$ cat config.mk
export PLATFORM = sky130hd
export DESIGN_NAME = bpfa_ctrl
export DESIGN_NICKNAME = d
export VERILOG_FILES = /design/src/design/bpfa_pkg.sv /design/src/design/bpfa_ctrl.sv
export SDC_FILE = /design/constraint.sdc
export NUM_CORES = 1
export LEC_CHECK = 0
export BUFFER_PORTS_ARGS = -buffer_cell sky130_fd_sc_hd__buf_2
export CORE_AREA = 2 2 39 41
export CTS_CLUSTER_SIZE = 14
export DETAILED_ROUTE_END_ITERATION = 10
export DIE_AREA = 0 0 41 43
export MAX_ROUTING_LAYER = met4
export PLACE_DENSITY = 0.57
export SLEW_MARGIN = 30
export SYNTH_ARGS = -nofsm -noshare
export SYNTH_HDL_FRONTEND = slang
export SYNTH_SLANG_ARGS = --single-unit
$ cat constraint.sdc
create_clock -name clock -period 1.65 [get_ports clock]
set_input_delay 0.165 -clock clock [delete_from_list [all_inputs] [get_ports clock]]
set_output_delay 0.165 -clock clock [all_outputs]
set_load 0.005 [all_outputs]
$ cat src/design/bpfa_pkg.sv
package bpfa_pkg;

   localparam int CNT_W = 17;
   localparam int PAGE_W = 16;
   localparam logic [CNT_W-1:0] CNT_MAX = '1;
   localparam logic [CNT_W-1:0] TOTAL_RESET = 17'd65536;

   localparam logic [2:0] ACT_REQUEST = 3'd0;
   localparam logic [2:0] ACT_FREE = 3'd1;
   localparam logic [2:0] ACT_LOCK = 3'd2;
   localparam logic [2:0] ACT_RESERVE = 3'd3;
   localparam logic [2:0] ACT_UNRESERVE = 3'd4;

   localparam logic [1:0] STATUS_DONE = 2'd0;
   localparam logic [1:0] STATUS_SAME = 2'd1;
   localparam logic [1:0] STATUS_RANGE = 2'd2;
   localparam logic [1:0] STATUS_EMPTY = 2'd3;

   typedef struct packed {
      logic [2:0] action;
      logic [PAGE_W-1:0] page_index;
   } req_type;

   typedef struct packed {
      logic [1:0] status;
      logic [PAGE_W-1:0] granted_page;
      logic [CNT_W-1:0] free_pages;
      logic [CNT_W-1:0] used_pages;
      logic [CNT_W-1:0] reserved_pages;
   } rsp_type;

   typedef struct packed {
      logic clear;
      logic load;
      logic mul;
      logic div;
      logic read;
      logic check;
      logic finish;
   } cmd_type;

   typedef struct packed {
      logic clear_last;
      logic skip;
      logic more;
      logic rsp_free;
   } sts_type;

endpackage

$ cat src/design/bpfa_ctrl.sv
module bpfa_ctrl (
   input logic clock,
   input logic reset,
   input logic req_valid,
   output logic req_stall,
   input bpfa_pkg::sts_type sts,
   output bpfa_pkg::cmd_type cmd
);

   typedef enum logic [6:0] {
      ST_CLEAR = 7'b0000001,
      ST_IDLE = 7'b0000010,
      ST_MUL = 7'b0000100,
      ST_DIV = 7'b0001000,
      ST_READ = 7'b0010000,
      ST_CHECK = 7'b0100000,
      ST_FINISH = 7'b1000000
   } state_type;

   state_type state_ff;
   state_type state_in;

   always_comb begin
      cmd = '0;
      state_in = state_ff;
      unique case (state_ff)
         ST_CLEAR: begin
            cmd.clear = 1'b1;
            if (sts.clear_last) begin
               state_in = ST_IDLE;
            end
         end
         ST_IDLE: begin
            if (req_valid) begin
               cmd.load = 1'b1;
               state_in = ST_MUL;
            end
         end
         ST_MUL: begin
            cmd.mul = 1'b1;
            state_in = ST_DIV;
         end
         ST_DIV: begin
            cmd.div = 1'b1;
            state_in = sts.skip ? ST_FINISH : ST_READ;
         end
         ST_READ: begin
            cmd.read = 1'b1;
            state_in = ST_CHECK;
         end
         ST_CHECK: begin
            cmd.check = 1'b1;
            state_in = sts.more ? ST_READ : ST_FINISH;
         end
         ST_FINISH: begin
            // hold until the response register is free
            if (sts.rsp_free) begin
               cmd.finish = 1'b1;
               state_in = ST_IDLE;
            end
         end
         default: begin
            state_in = ST_IDLE;
         end
      endcase
   end

   always_ff @(posedge clock) begin
      if (reset) begin
         state_ff <= ST_CLEAR;
      end else begin
         state_ff <= state_in;
      end
   end

   assign req_stall = (state_ff != ST_IDLE);

endmodule

==> results.md, run 1 <==
- CTS tree: built
- Final setup viols: 4
- Fin Setup TNS: -0.244 ns
- Tightest hold margin: 0.126 ns
- Largest registers: state_ff: 7 flops
- Worst-margin pin slew: 0.231 ns
- Hold-fix buffers, CTS: 0
- H-tree depth: 1
- Crit Reg-Reg Endpoint: state_ff[6]$_SDFFE_PP0P_
- Kind of critical path: reg2out
- Synth cell types: 32
- DRC Markers: 0
- Via Count: 537
- R2r worst-path depth: 5
- FF-to-FF setup slack: 0.09 ns
- F_max: 0.568 GHz
- Wire length of the first global-routing pass: 2190 um
- Total track usage: 19.0%
- Worst EP arrival: 1.59 ns
- Layout cells sized above 1: 53.5%
- Number of global-route vias before repair: 518
- Initial Utilization: 34.6%
- Final period utilization: 107%
- Worst VDD drop: 0.000327 V
- Pin count of the biggest net entering global routing: 10
- Worst-path clk slew: 0.05 ns
- Fill cells: 137
- Outcome: finished with violations
- Clock Latency Late Sink: 0.25 ns
- Post-synth top area share: 29.2%
- #FFs+latches synth: 7
- Mapped Avg Cell Area: 8.41 um2
- HP Class: in2reg
- IO Pins: 15
- Placed instance count: 91
- Mapped Area: 479 um2
- Drt wl/cell: 13.0 um
- Remaining antenna violation count: 0
- Final std cells w/o fill: 102
- GRT overflow: 0
- Power per cell area: 604 nW/um2
- HPWL after DPL: 883 um
- Syn Inst Count: 57
- CP max FO: 4
- Ant diodes: 0
- Commonest cells after routing, fill and taps aside: buf_2 (14), buf_4 (14), nor2_1 (10), inv_1 (4), dfxtp_2 (4)
- Biggest register: state_ff
- Reg area: 149 um2
- Initial antenna violation count: 0
- PortBufs: 14
- Required @ worst endpoint: 1.48 ns
- Post-route setup slack: -0.110 ns
- Synth area leaders: dfxtp_1 (29%), nor2_1 (7.8%), nor4b_4 (5.0%)
- CP endpoint kind: primary output
- GP Congestion: 0.794
- Rows: 14
- Number of synthesized flops with an enable pin: 0
- Post-layout total power: 0.436 mW
- Failing checks: negative setup slack
- Dominant synthesized flop cell: dfxtp_1
- Met3 routed WL: 70 um
- Clock sinks: 7
- Yosys top cell by area: dfxtp_1
- Via/cell ratio: 5.26
- Nets: 94
- Pre-CTS WS: 0.0837 ns
- RSZ-0062 raised after global routing: true
- P&R area growth vs syn: 50.7%
- Slew margin rel.: 84.5%
- Die Ht: 43 um
- Longest Clk Path Bufs: 2
- Final Max Slew Viols: 0
- Final min period: 1.76 ns
- Worst Setup EP: cmd[3]
- Asr flop ratio synth: 0%
- Chip width: 41 um
- Mapped Nets: 64
- Final WL: 1330 um
- Seq/Total Area, Yosys: 29.2%
- Highest routed metal layer: met4
- Core Box Area: 1380 um2
- Yosys warnings: 0
- Multi-input gate area: 337 um2
- Max-cap violations: 0
- DR pass1 iterations: 4
- CTS buffer count: 3
- Fin. Hold Viols: 0
- LEAKAGE: 0.344 nW
- Die area: 1760 um2
- M1 WL: 540 um
- Crit path launch type: flop
- FF-to-FF Start: state_ff[1]$_SDFFE_PP0P_
- Clk_skew: 0.00275 ns
- CTS root buf: clkbuf_4
- Critical Path Source: state_ff[1]$_SDFFE_PP0P_
- Max FFs per register: 7
- Met2 wire len: 691 um
- Drt initial violations: 11
-- cell usage after synthesis, drive strengths merged (2+ instances only) --
library cell and number:
and2 2, nand2 2, o21ai 2, nor3b 2, nor3 3, or4 2, buf 3, a22oi 2
nand2b 2, inv 4, nor2 10, nor2b 2, dfxtp 7, nor4b 2
-- worst max-delay path: stages (launching register included) --
cell	delay (ns)
dfxtp_2	0.33
or4_4	0.59
nor4b_4	0.26
buf_2	0.16
-- stage by stage --
stage	cell area, um2	utilization, %
after floorplan	479	-
after global placement	598	43.2
after detailed placement	598	43.2
after CTS	699	50.5
after global routing	722	52.2
final	722	52.2
-- area by class of cell --
| class | instances | share of cell area (%) |
|---|---|---|
| Sequential cell | 7 | 20.6 |
| Inverter | 4 | 2.08 |
| Timing Repair Buffer | 28 | 24.3 |
| Multi-Input combinational cell | 43 | 46.6 |
| Tap cell | 16 | 2.77 |
| Clock buffer | 4 | 3.64 |
-- kinds of logic after synthesis --
| family | synth area share (%) |
|---|---|
| simple gates | 43.6 |
| xor+xnor | 1.83 |
| compound gates | 17.2 |
| buf+inv | 8.09 |
| flops | 29.2 |
-- power breakdown --
part | internal, mW | switching [mW]
combinational | 0.0502 | 0.0501
clock | 0.0922 | 0.0629
sequential | 0.175 | 0.00572
-- worst min-delay path by stage --
stage / to / slack (ns) / cells past startpoint / start
global route: state_ff[4]$_SDFFE_PP0P_ / 0.13 / 2 / reset
floorplan: state_ff[4]$_SDFFE_PP0P_ / 0.24 / 1 / reset
detailed placement: state_ff[4]$_SDFFE_PP0P_ / 0.40 / 2 / reset
CTS: state_ff[4]$_SDFFE_PP0P_ / 0.12 / 2 / reset
global placement: state_ff[6]$_SDFFE_PP0P_ / 0.39 / 2 / reset
finish: state_ff[4]$_SDFFE_PP0P_ / 0.13 / 2 / reset
-- timing repair --
item                       4_1_cts  5_1_grt
pin swaps                        5        1
setup endpoints to repair        6        8
resized for setup                8        4
setup buffers                    6        1
-- per-layer routing --
layer / track usage (%) / up-vias
met1: 22.7 / 252
met3: 8.38 / 4
met4: 7.33 / 0
li1: - / 265
met5: - / -
met2: 27.2 / 16
Note: power is estimated with default switching activity, not from simulation.
==> run 2: changes to the inputs <==
--- a/config.mk
+++ b/config.mk
@@ -12,6 +12,7 @@
 export DIE_AREA = 0 0 41 43
 export MAX_ROUTING_LAYER = met4
 export PLACE_DENSITY = 0.57
+export REMOVE_ABC_BUFFERS = 1
 export SLEW_MARGIN = 30
 export SYNTH_ARGS = -nofsm -noshare
 export SYNTH_HDL_FRONTEND = slang
==> run 2 against run 1 <==
Net effect: the run still ends with negative setup slack left; total power rose by 2.7%; flip-flop and latch count stayed put; largest cell class unchanged; count of clock-buffer cells in the layout down 1; first-iteration DRC count increased by 55%; clock skew up 0.0011 ns.
==> results.md, run 2 (synthesis results as in run 1) <==
- Outcome: finished with violations (unchanged)
- Failing checks: negative setup slack (unchanged)
- Power per cell area: 619 nW/um2 (was 604 nW/um2)
- GP Congestion: 0.805 (was 0.794)
- IO Pins: 15 (unchanged)
- CTS tree: built (unchanged)
- Final period utilization: 105% (was 107%)
- Hold-fix buffers, CTS: 0 (unchanged)
- Largest registers: state_ff: 7 flops (unchanged)
- Required @ worst endpoint: 1.48 ns (about the same)
- Crit path launch type: flop (unchanged)
- Worst-margin pin slew: 0.319 ns (was 0.231 ns)
- DR pass1 iterations: 2 (was 4)
- RSZ-0062 raised after global routing: true (unchanged)
- Wire length of the first global-routing pass: 2070 um (was 2190 um)
- Die area: 1760 um2 (unchanged)
- Post-layout total power: 0.448 mW (was 0.436 mW)
- Commonest cells after routing, fill and taps aside: buf_2 (14), buf_4 (14), nor2_1 (10), inv_1 (4), dfxtp_2 (4) (unchanged)
- Fill cells: 143 (was 137)
- HP Class: in2reg (unchanged)
- Initial Utilization: 34.6% (unchanged)
- Fin. Hold Viols: 0 (unchanged)
- Remaining antenna violation count: 0 (unchanged)
- Longest Clk Path Bufs: 2 (unchanged)
- Clock sinks: 7 (unchanged)
- Nets: 94 (unchanged)
- CTS buffer count: 3 (unchanged)
- Kind of critical path: reg2out (unchanged)
- Final Max Slew Viols: 0 (unchanged)
- Fin Setup TNS: -0.225 ns (was -0.244 ns)
- Post-route setup slack: -0.0785 ns (was -0.110 ns)
- CP endpoint kind: primary output (unchanged)
- Clock Latency Late Sink: 0.26 ns (was 0.25 ns)
- Rows: 14 (unchanged)
- Initial antenna violation count: 0 (unchanged)
- Biggest register: state_ff (unchanged)
- CTS root buf: clkbuf_4 (unchanged)
- Worst VDD drop: 0.000363 V (was 0.000327 V)
- PortBufs: 14 (unchanged)
- DRC Markers: 0 (unchanged)
- Final setup viols: 3 (was 4)
- F_max: 0.579 GHz (was 0.568 GHz)
- Via Count: 529 (was 537)
- Core Box Area: 1380 um2 (unchanged)
- Total track usage: 17.7% (was 19.0%)
- Number of global-route vias before repair: 480 (was 518)
- Worst EP arrival: 1.56 ns (was 1.59 ns)
- Max FFs per register: 7 (unchanged)
- P&R area growth vs syn: 50.9% (was 50.7%)
- Layout cells sized above 1: 54.7% (was 53.5%)
- Reg area: 149 um2 (unchanged)
- Via/cell ratio: 5.19 (was 5.26)
- Die Ht: 43 um (unchanged)
- GRT overflow: 0 (unchanged)
- Final min period: 1.73 ns (was 1.76 ns)
- Chip width: 41 um (unchanged)
- Ant diodes: 0 (unchanged)
- Final core utilization: 52.3% (was 52.2%)
- Pin count of the biggest net entering global routing: 10 (unchanged)
- Clk_skew: 0.00383 ns (was 0.00275 ns)
- HPWL after DPL: 858 um (was 883 um)
- Drt initial violations: 17 (was 11)
- Slew margin rel.: 78.6% (was 84.5%)
- Worst-path clk slew: 0.06 ns (was 0.05 ns)
- Drt wl/cell: 13.1 um (was 13.0 um)
- Max-cap violations: 0 (unchanged)
- Final WL: 1330 um (about the same)
- LEAKAGE: 0.346 nW (was 0.344 nW)
- Multi-input gate area: 337 um2 (unchanged)
- CP max FO: 4 (unchanged)
- H-tree depth: 1 (unchanged)
[run 2: stage by stage]
stage	setup WS, ns	hold WS [ns]	cell area, um2	std cells
6_report	-0.0785	0.120	723	102
2_1_floorplan	0.168	0.237	455	54
3_5_place_dp	0.0721	0.388	591	90
4_1_cts	-0.0895	0.110	683	98
5_1_grt	-0.138	0.122	723	102
3_3_place_gp	0.0844	0.390	591	90
[run 2: final cells by class]
| class | instances | area share, % |
|---|---|---|
| clock buffer | 3 | 3.11 |
| tap | 16 | 2.77 |
| sequential | 7 | 20.6 |
| timing repair buffer | 28 | 24.2 |
| clock inverter | 1 | 0.692 |
| multi-input combinational | 43 | 46.5 |
| inverter | 4 | 2.08 |
[run 2: repair_timing]
item,in CTS,in global routing
buffers inserted,4,4
gates resized for setup,9,3
setup endpoints to repair,6,7
gates cloned,0,0
pin swaps,5,2
[run 2: per-layer routing]
layer  wire length, um  up-vias  GRT usage (%)
li1                  -      265              -
met1               606      242           24.8
met5                 0        -              -
met3                54        6           3.66
met4                22        0           8.00
met2               651       16           23.8
[run 2: worst paths after layout]
| path | from | to | slack, ns | cells after the start |
|---|---|---|---|---|
| setup / recovery | state_ff[0]$_SDFFE_PP1P_ | cmd[3] | -0.08 | 3 |
| setup reg to reg | state_ff[3]$_SDFFE_PP0P_ | state_ff[5]$_SDFFE_PP0P_ | 0.07 | 6 |
| hold reg to reg | state_ff[0]$_SDFFE_PP1P_ | state_ff[5]$_SDFFE_PP0P_ | 0.60 | 2 |
| hold / removal | reset | state_ff[4]$_SDFFE_PP0P_ | 0.12 | 2 |
[run 2: worst max-delay path, cell delays in order, from the launching register on]
cell and delay [ns]:
dfxtp_2 0.32, or4_4 0.59, nor4b_4 0.24, buf_2 0.15
[run 2: report_power, final]
part | total, mW | internal, mW | switching, mW
logic | 0.105 | 0.0523 | 0.0527
clock network | 0.162 | 0.0891 | 0.0733
registers | 0.180 | 0.175 | 0.00548
